==> src/rtl/spq_pkg.sv <==
// types and constants shared by the stable priority queue
package spq_pkg;

  localparam int DEFAULT_DEPTH = 16;
  localparam int VALUE_W       = 32;
  localparam int PRIO_W        = 16;
  localparam int OCC_W         = 5;

  typedef enum logic {
    ACT_ENQ = 1'b0,
    ACT_DEQ = 1'b1
  } action_t;

  typedef enum logic [1:0] {
    ST_DONE  = 2'd0,
    ST_EMPTY = 2'd1,
    ST_FULL  = 2'd2
  } status_t;

  typedef struct packed {
    action_t                   action;
    logic signed [VALUE_W-1:0] item_value;
    logic signed [PRIO_W-1:0]  item_priority;
  } in_item_t;

  typedef struct packed {
    status_t                   status;
    logic signed [VALUE_W-1:0] out_value;
    logic signed [PRIO_W-1:0]  out_priority;
    logic [OCC_W-1:0]          occupancy;
  } out_item_t;

  typedef struct packed {
    logic signed [VALUE_W-1:0] value;
    logic signed [PRIO_W-1:0]  prio;
  } entry_t;

  // broadcast to every cell for one transfer
  typedef struct packed {
    logic   ins;
    logic   shift_out;
    entry_t entry;
  } cell_cmd_t;

endpackage

==> src/rtl/spq_cell.sv <==
// one slot of the sorted row: compare with the new entry and shift left or right
module spq_cell (
  input  logic               clk,
  input  spq_pkg::cell_cmd_t cmd,
  input  logic               occupied,
  input  logic               left_gt,
  input  spq_pkg::entry_t    left_slot,
  input  spq_pkg::entry_t    right_slot,
  output spq_pkg::entry_t    slot,
  output logic               gt
);

  spq_pkg::entry_t slot_next;

  // new entry goes before this slot when the slot is empty or strictly greater
  assign gt = !occupied || (slot.prio > cmd.entry.prio);

  always_comb begin
    slot_next = slot;
    priority if (cmd.shift_out) begin
      slot_next = right_slot;
    end else if (cmd.ins && gt) begin
      if (left_gt) begin
        slot_next = left_slot;
      end else begin
        slot_next = cmd.entry;
      end
    end else begin
      slot_next = slot;
    end
  end

  always_ff @(posedge clk) begin
    slot <= slot_next;
  end

endmodule

==> src/rtl/stable_priority_queue_core.sv <==
// Stable minimum priority queue built as a row of compare-and-shift cells.
// Input channel in_valid / in_stall / in_data carries one operation per
// transfer: an enqueue of a value and priority, or a dequeue of the front.
// Entries are kept sorted by ascending priority; equal priorities leave in
// arrival order. Every input transfer gives exactly one result on
// out_valid / out_stall / out_data: a status, the removed entry on a good
// dequeue (zero otherwise), and the occupancy after the operation.
// An enqueue into a full queue is dropped with a full status; a dequeue of
// an empty queue reports empty and leaves the queue alone.
// The result is registered and valid in the cycle after the input transfer.
// Each cell does one compare and one neighbor move per cycle, so one item is taken
// every cycle while results are drained.
// When the receiver stalls, the result register holds and in_stall rises
// until it is taken; a new item is accepted in the cycle the old result
// leaves. Reset empties the queue and clears out_valid; no clearing pass.
module stable_priority_queue_core #(
  parameter int QUEUE_DEPTH = spq_pkg::DEFAULT_DEPTH
) (
  input  logic               clk,
  input  logic               rst,
  input  logic               in_valid,
  output logic               in_stall,
  input  spq_pkg::in_item_t  in_data,
  output logic               out_valid,
  input  logic               out_stall,
  output spq_pkg::out_item_t out_data
);

  localparam int CW = $clog2(QUEUE_DEPTH + 1);

  logic [CW-1:0]      count;
  logic [CW-1:0]      count_next;
  logic               accept;
  logic               is_full;
  logic               is_empty;
  spq_pkg::cell_cmd_t cmd;
  spq_pkg::out_item_t res_next;

  spq_pkg::entry_t slots [QUEUE_DEPTH];
  logic [QUEUE_DEPTH-1:0] gts;
  logic [QUEUE_DEPTH-1:0] occ;

  assign in_stall = out_valid && out_stall;
  assign accept   = in_valid && !in_stall;
  assign is_full  = (count == CW'(QUEUE_DEPTH));
  assign is_empty = (count == '0);

  always_comb begin
    cmd.ins                = accept && (in_data.action == spq_pkg::ACT_ENQ) && !is_full;
    cmd.shift_out          = accept && (in_data.action == spq_pkg::ACT_DEQ) && !is_empty;
    cmd.entry.value        = in_data.item_value;
    cmd.entry.prio         = in_data.item_priority;

    count_next = count;
    if (cmd.ins) begin
      count_next = count + CW'(1);
    end else if (cmd.shift_out) begin
      count_next = count - CW'(1);
    end

    res_next.status       = spq_pkg::ST_DONE;
    res_next.out_value    = '0;
    res_next.out_priority = '0;
    res_next.occupancy    = spq_pkg::OCC_W'(count_next);
    unique case (in_data.action)
      spq_pkg::ACT_ENQ: begin
        if (is_full) begin
          res_next.status = spq_pkg::ST_FULL;
        end
      end
      spq_pkg::ACT_DEQ: begin
        if (is_empty) begin
          res_next.status = spq_pkg::ST_EMPTY;
        end else begin
          res_next.out_value    = slots[0].value;
          res_next.out_priority = slots[0].prio;
        end
      end
      default: res_next.status = spq_pkg::ST_DONE;
    endcase
  end

  genvar i;
  generate
    for (i = 0; i < QUEUE_DEPTH; i++) begin : g_cell
      logic            left_gt;
      spq_pkg::entry_t left_slot;
      spq_pkg::entry_t right_slot;

      assign occ[i] = (count > CW'(i));

      if (i == 0) begin : g_head
        assign left_gt   = 1'b0;
        assign left_slot = cmd.entry;
      end else begin : g_body
        assign left_gt   = gts[i-1];
        assign left_slot = slots[i-1];
      end

      if (i == QUEUE_DEPTH - 1) begin : g_tail
        assign right_slot = slots[i];
      end else begin : g_inner
        assign right_slot = slots[i+1];
      end

      spq_cell u_cell (
        .clk        (clk),
        .cmd        (cmd),
        .occupied   (occ[i]),
        .left_gt    (left_gt),
        .left_slot  (left_slot),
        .right_slot (right_slot),
        .slot       (slots[i]),
        .gt         (gts[i])
      );
    end
  endgenerate

  always_ff @(posedge clk) begin
    if (rst) begin
      count     <= '0;
      out_valid <= 1'b0;
    end else begin
      count <= count_next;
      if (accept) begin
        out_valid <= 1'b1;
      end else if (!out_stall) begin
        out_valid <= 1'b0;
      end
    end
  end

  // result payload, held while the receiver stalls
  always_ff @(posedge clk) begin
    if (accept) begin
      out_data <= res_next;
    end
  end

endmodule
==> config.mk <==
export PLATFORM = sky130hd
export DESIGN_NAME = stable_priority_queue_core
export DESIGN_NICKNAME = d
export VERILOG_FILES = /design/src/rtl/spq_pkg.sv /design/src/rtl/spq_cell.sv /design/src/rtl/stable_priority_queue_core.sv
export SDC_FILE = /design/constraint.sdc
export NUM_CORES = 2
export LEC_CHECK = 0
export BUFFER_PORTS_ARGS = -buffer_cell sky130_fd_sc_hd__buf_2
export CAP_MARGIN = 20
export CORE_MARGIN = 2
export CORE_UTILIZATION = 43
export DETAILED_ROUTE_END_ITERATION = 10
export GPL_ROUTABILITY_DRIVEN = 1
export SYNTH_ARGS = -nofsm -noshare
export SYNTH_HDL_FRONTEND = slang
export SYNTH_SLANG_ARGS = --single-unit
==> constraint.sdc <==
create_clock -name clk -period 9.5 [get_ports clk]
set_input_delay 1.9 -clock clk [delete_from_list [all_inputs] [get_ports clk]]
set_output_delay 1.9 -clock clk [all_outputs]
set_load 0.01 [all_outputs]
* Yosys cells after proc, flatten, opt, wreduce, memory -nomap -nowiden
Index checks and enable logic that the tools add are counted.
** Operators by class
- Equal/unequal tests :: 2
- $add $sub $neg :: 2
- $lt $le $gt $ge :: 32
- Bitwise logic cells :: 2
- Reduce and logical (&&, ||, !) cells :: 75
- Muxes and demuxes :: 52
** Operator list (number)
- $mux 48 :: 45
- $gt 16x16->1 :: 16
- $gt 5x4->1 const B :: 8
- $reduce_bool 2->1 :: 15
- $logic_and 1x1->1 :: 22
- $gt 5x3->1 const B :: 4
- $logic_not 1->1 :: 19
- $logic_or 1x1->1 :: 16
- $gt 5x1->1 const B :: 2
- $gt 5x2->1 const B :: 2
- $mux 5 :: 2
- $add 5x1->5 const B :: 1
- $eq 5x5->1 const B :: 1
- $logic_not 5->1 :: 1
- $sub 5x1->5 const B :: 1
- $pmux 2 s2 :: 1
- $mux 1 :: 3
- $mux 2 :: 1
- $ne 2x1->1 const B :: 1
- $not 1->1 :: 2
- $reduce_and 2->1 :: 1
- $reduce_or 2->1 :: 1
** Storage, ports and cells
- Logic and storage cells :: 203
- Output and inout port bits :: 57
- Input bits :: 53
- Register bits after elaboration :: 829

* Longest topological paths before layout
- Depth in word-level cells :: 8
- Gate-level depth with buffers :: 14
- Depth with buffers taken out :: 9

* Cells and area by module
Synthesis repeated with hierarchy kept, for this count alone.
** Second synthesis, totals
- Cells, all modules :: 4576
- Area total of the unflattened synthesis :: 48884.4 um^2
** Modules (own cells, without submodules)
- spq_cell at g_cell[0].u_cell ... :: seq. area each 1441.4 um^2, instances 10, area an instance 2880.3 um^2, cells an instance 271
- spq_cell at g_cell[5].u_cell ... :: seq. area each 1441.4 um^2, instances 5, area an instance 2897.8 um^2, cells an instance 276
- spq_cell at g_cell[4].u_cell :: seq. area each 1441.4 um^2, instances 1, area an instance 2877.8 um^2, cells an instance 274
- stable_priority_queue_core :: seq. area each 1771.7 um^2, instances 1, area an instance 2715.1 um^2, cells an instance 212

* Least setup slack after synthesis
OpenSTA, ideal clock, no wires.
- Path type :: in2reg
- From :: input in_data[15] (netlist name)
- To :: register g_cell[2].u_cell.slot[0] (netlist name), enable pin
- Stages :: 11
- Path slack :: 1.226 ns
- Path buffers :: 3
- Data arrival time :: 7.754 ns
- Data required time :: 8.980 ns
- Setup time :: 0.520 ns
- Cells stage by stage :: clkbuf_1 inv_1 ha_1 nand4_1 nor3_1 a221o_1 o311a_1 clkbuf_1 clkbuf_1 nor3_1 o21ai_0
** Between the ends
- Longest elaborated chain between the ends :: 4
** RTL lines
- from (decl) :: RTL line stable_priority_queue_core.sv:23 : input spq_pkg::in_item_t in_data,
- $gt 16x16->1 :: RTL line spq_cell.sv:16 : assign gt = !occupied || (slot.prio > cmd.entry.prio);
- $logic_or 1x1->1 :: RTL line spq_cell.sv:16
- $logic_and 1x1->1 :: RTL line spq_cell.sv:22 : end else if (cmd.ins && gt) begin
- $reduce_bool 2->1 (no source line)
- to (signal assigned) :: RTL line spq_cell.sv:34 : slot <= slot_next;
- to (decl) :: RTL line spq_cell.sv:9 : output spq_pkg::entry_t slot,
Every way passes these cells.
A chain may end at the register's enable or synchronous reset.

* Final worst setup path
- From :: input in_data[5] (netlist name)
- To :: register g_cell[9].u_cell.slot[8] (netlist name), enable pin
** Between the ends
- Longest elaborated chain between the ends :: 4
** RTL lines (RTL line)
- $gt 16x16->1 :: spq_cell.sv:16
- $logic_or 1x1->1 :: spq_cell.sv:16
- $logic_and 1x1->1 :: spq_cell.sv:22
- $reduce_bool 2->1 (no source line)
- to (signal assigned) :: spq_cell.sv:34
- to (decl) :: spq_cell.sv:9
Every way passes these cells.

==> results.cfg <==
[logic_synthesis]
synth_top_flop_cell = edfxtp_1
yosys-top-cells-count = 823 x edfxtp_1, 506 x nand2_1, 414 x nor2_1
synth_edf_count = 823
synth_area_mm2 = 0.0469
yosysMostFrequentCell = edfxtp_1
ys_seq_elements = 829
ys_seq_area_frac = 0.530
netlist_top_cells_area = edfxtp_1 53%, mux2i_1 7.2%, ha_1 7.0%
syn_avg_cell_area_um2 = 10.8
synthArstFlopShare = 0
synth_cell_types = 68
synth_top_area_frac = 0.527
yosysTopAreaCell = edfxtp_1
synth_warnings = 0
synth_nets = 4672
synth_cells = 4358

[clock_network]
clock_latency_ns = 0.67
htreeDepth = 3
cts_resized = 0
cts_buffers = 92
clk_pin_slew_ns = 0.06
post_cts_buffers = 0
cts_tree = yes
cts.sinks = 829
clockRootBuffer = clkbuf_16
holdBufCountCts = 0
cts_max_path_buffers = 3

[pwr]
ir_worst_vdd_mv = 0.158
power_density_mw_per_mm2 = 226
p_leak_uw = 0.0182

[timing]
tns_ns = 0
fin_crit_ns = 6.83
setup_viol = 0
drv_slew = 0
hold_viol_final = 0
worst_slack_ns = 2.67
rsz0062_at_grt = false
clock_skew_ns = 0.0332
min_period_over_period = 0.719
tightestPinTransition_ns = 1.20
slew_headroom = 0.202
timing.fmax_mhz = 146

[floorplan]
core_area_mm2 = 0.109
fp.dieW_um = 334
placementRows = 121
die_y_um = 334
ioPinCount = 110
dieArea_mm2 = 0.112
initial_core_util = 0.432

[routing]
ant_nets = 0
top_layer_used = met5
dr_wl_met2_um = 72500
drt-initial-drc-count = 4583
drc_errors = 0
wl_per_cell_um = 28.8
via_per_inst = 6.42
route.met3.wl_um = 15600
vias = 37000
firstDrtPassIters = 6
wirelength_um = 166000
wl_met1_um = 71000

[cells_and_area]
area_growth_pct = 10.7
final_nets = 4576
drive_gt1_frac = 0.0990

[critical_path]
cp-end-kind = flop
cp_slowest_cell = nor4_1
cpLargestDelayFamily = compound AO/OA/AOI/OAI gates
crit_buf_inv = 3
worst_ep_arrival_time_ns = 7.12
max_stage_delay_ns = 0.91
worstSetupPathType = in -> reg
crit_path_start_kind = primary input
worst-path-max-fanout = 32
worstPathCellList = buf_2, inv_1, ha_1, nand4_1, nor4_1, a21boi_0, nor2_1, o311a_4, o21ai_4, buf_4
worstPathRequired_ns = 9.79

[placed_design]
hpwl_um = 101000
portBuffers = 109
gp_congestion = 0.971
pre_cts_ws_ns = 2.27

[global_routing]
grt_pass1_vias = 34800
antenna_found_initial = 14
grt_first_pass_wirelength_um = 241000
grt-ovfl-total = 0
track_usage = 0.290
grt_max_degree = 232

[hold_path]
hold_class = reg -> reg

[outcome]
outcome = complete, no violations

[job]
cap_violations = 0
worst reg2reg max path: cells and delay by family (launching register included):
kind            cells  cell delay, ns
compound gates      3            2.01
fa+ha+maj           1            0.42
buf+inv             1            0.71
flops               1            0.45
simple gates        3            1.22
registers in the layout, summed over array words and instances (netlist names):
name	count
count	5
g_cell.u_cell.slot	768
out_data	55
out_valid	1
stage by stage:
stage	hold slack (ns)	util	std cells	instance area, um2	total power, uW
2_1_floorplan	0.509	-	4358	46900	6860
3_3_place_gp	0.520	0.448	5576	48600	7860
3_5_place_dp	0.534	0.449	5581	48700	7930
4_1_cts	0.548	0.477	5748	51800	11700
5_1_grt	0.564	0.478	5749	51900	12100
6_report	0.549	0.478	5752	51900	11700
cell families (layout without fill, tap and decap cells):
| logic type | Yosys count | count (layout) | share of synthesized area |
|---|---|---|---|
| other | 0 | 3 | 0 |
| adders and majority gates | 261 | 261 | 0.0697 |
| AOI/OAI and AO/OA | 1063 | 1063 | 0.150 |
| DFF | 829 | 829 | 0.530 |
| xor gates and xnor gates | 3 | 3 | 0.000561 |
| and+or+nand+nor | 1336 | 1336 | 0.125 |
| buffers and inverters | 482 | 459 | 0.0417 |
| muxes | 384 | 384 | 0.0833 |
worst paths after layout:
path                              from                         to  slack (ns)  cells after the start
max                         in_data[5]   g_cell[9].u_cell.slot[8]        2.67                     10
min          g_cell[1].u_cell.slot[19]  g_cell[0].u_cell.slot[19]        0.55                      2
max reg2reg  g_cell[9].u_cell.slot[15]   g_cell[9].u_cell.slot[8]        4.19                      8
min reg2reg  g_cell[1].u_cell.slot[19]  g_cell[0].u_cell.slot[19]        0.55                      2
report_power, final:
part | leakage, uW | internal, uW | switching, uW
sequential | 0.00785 | 4850 | 378
clock | 0.00148 | 2190 | 1560
combinational | 0.00888 | 866 | 1860
total | 0.0182 | 7910 | 3800
cells in the final DEF, fill, tap and decap left out, types with 48 or more instances in the layout:
master / n
mux2i_1: 336
nand2_1: 503
nor2_1: 414
ha_1: 261
nand4_1: 102
clkbuf_16: 94
buf_2: 109
and3_1: 50
o21ai_0: 127
buf_4: 60
edfxtp_1: 823
o31ai_1: 51
a31oi_1: 48
inv_1: 109
a21oi_1: 317
mux2_2: 48
o211ai_1: 336
nand3_1: 166
a21o_1: 48
final cells by class:
class | instances | area, um2
diodes | 3 | 7.51
fillers | 9878 | 56700
well taps | 1414 | 1770
multi-input cells | 3047 | 20500
clock inverters | 55 | 658
clock buffers | 112 | 2420
flip-flops and latches | 829 | 24800
repair buffers | 181 | 1280
inverters | 111 | 418
layer usage:
layer	up-vias	track usage
li1	16300	-
met1	18300	0.417
met2	2000	0.441
met3	361	0.0496
met4	22	0.103
met5	-	0
No activity file was read; power rests on OpenSTA's default activity.
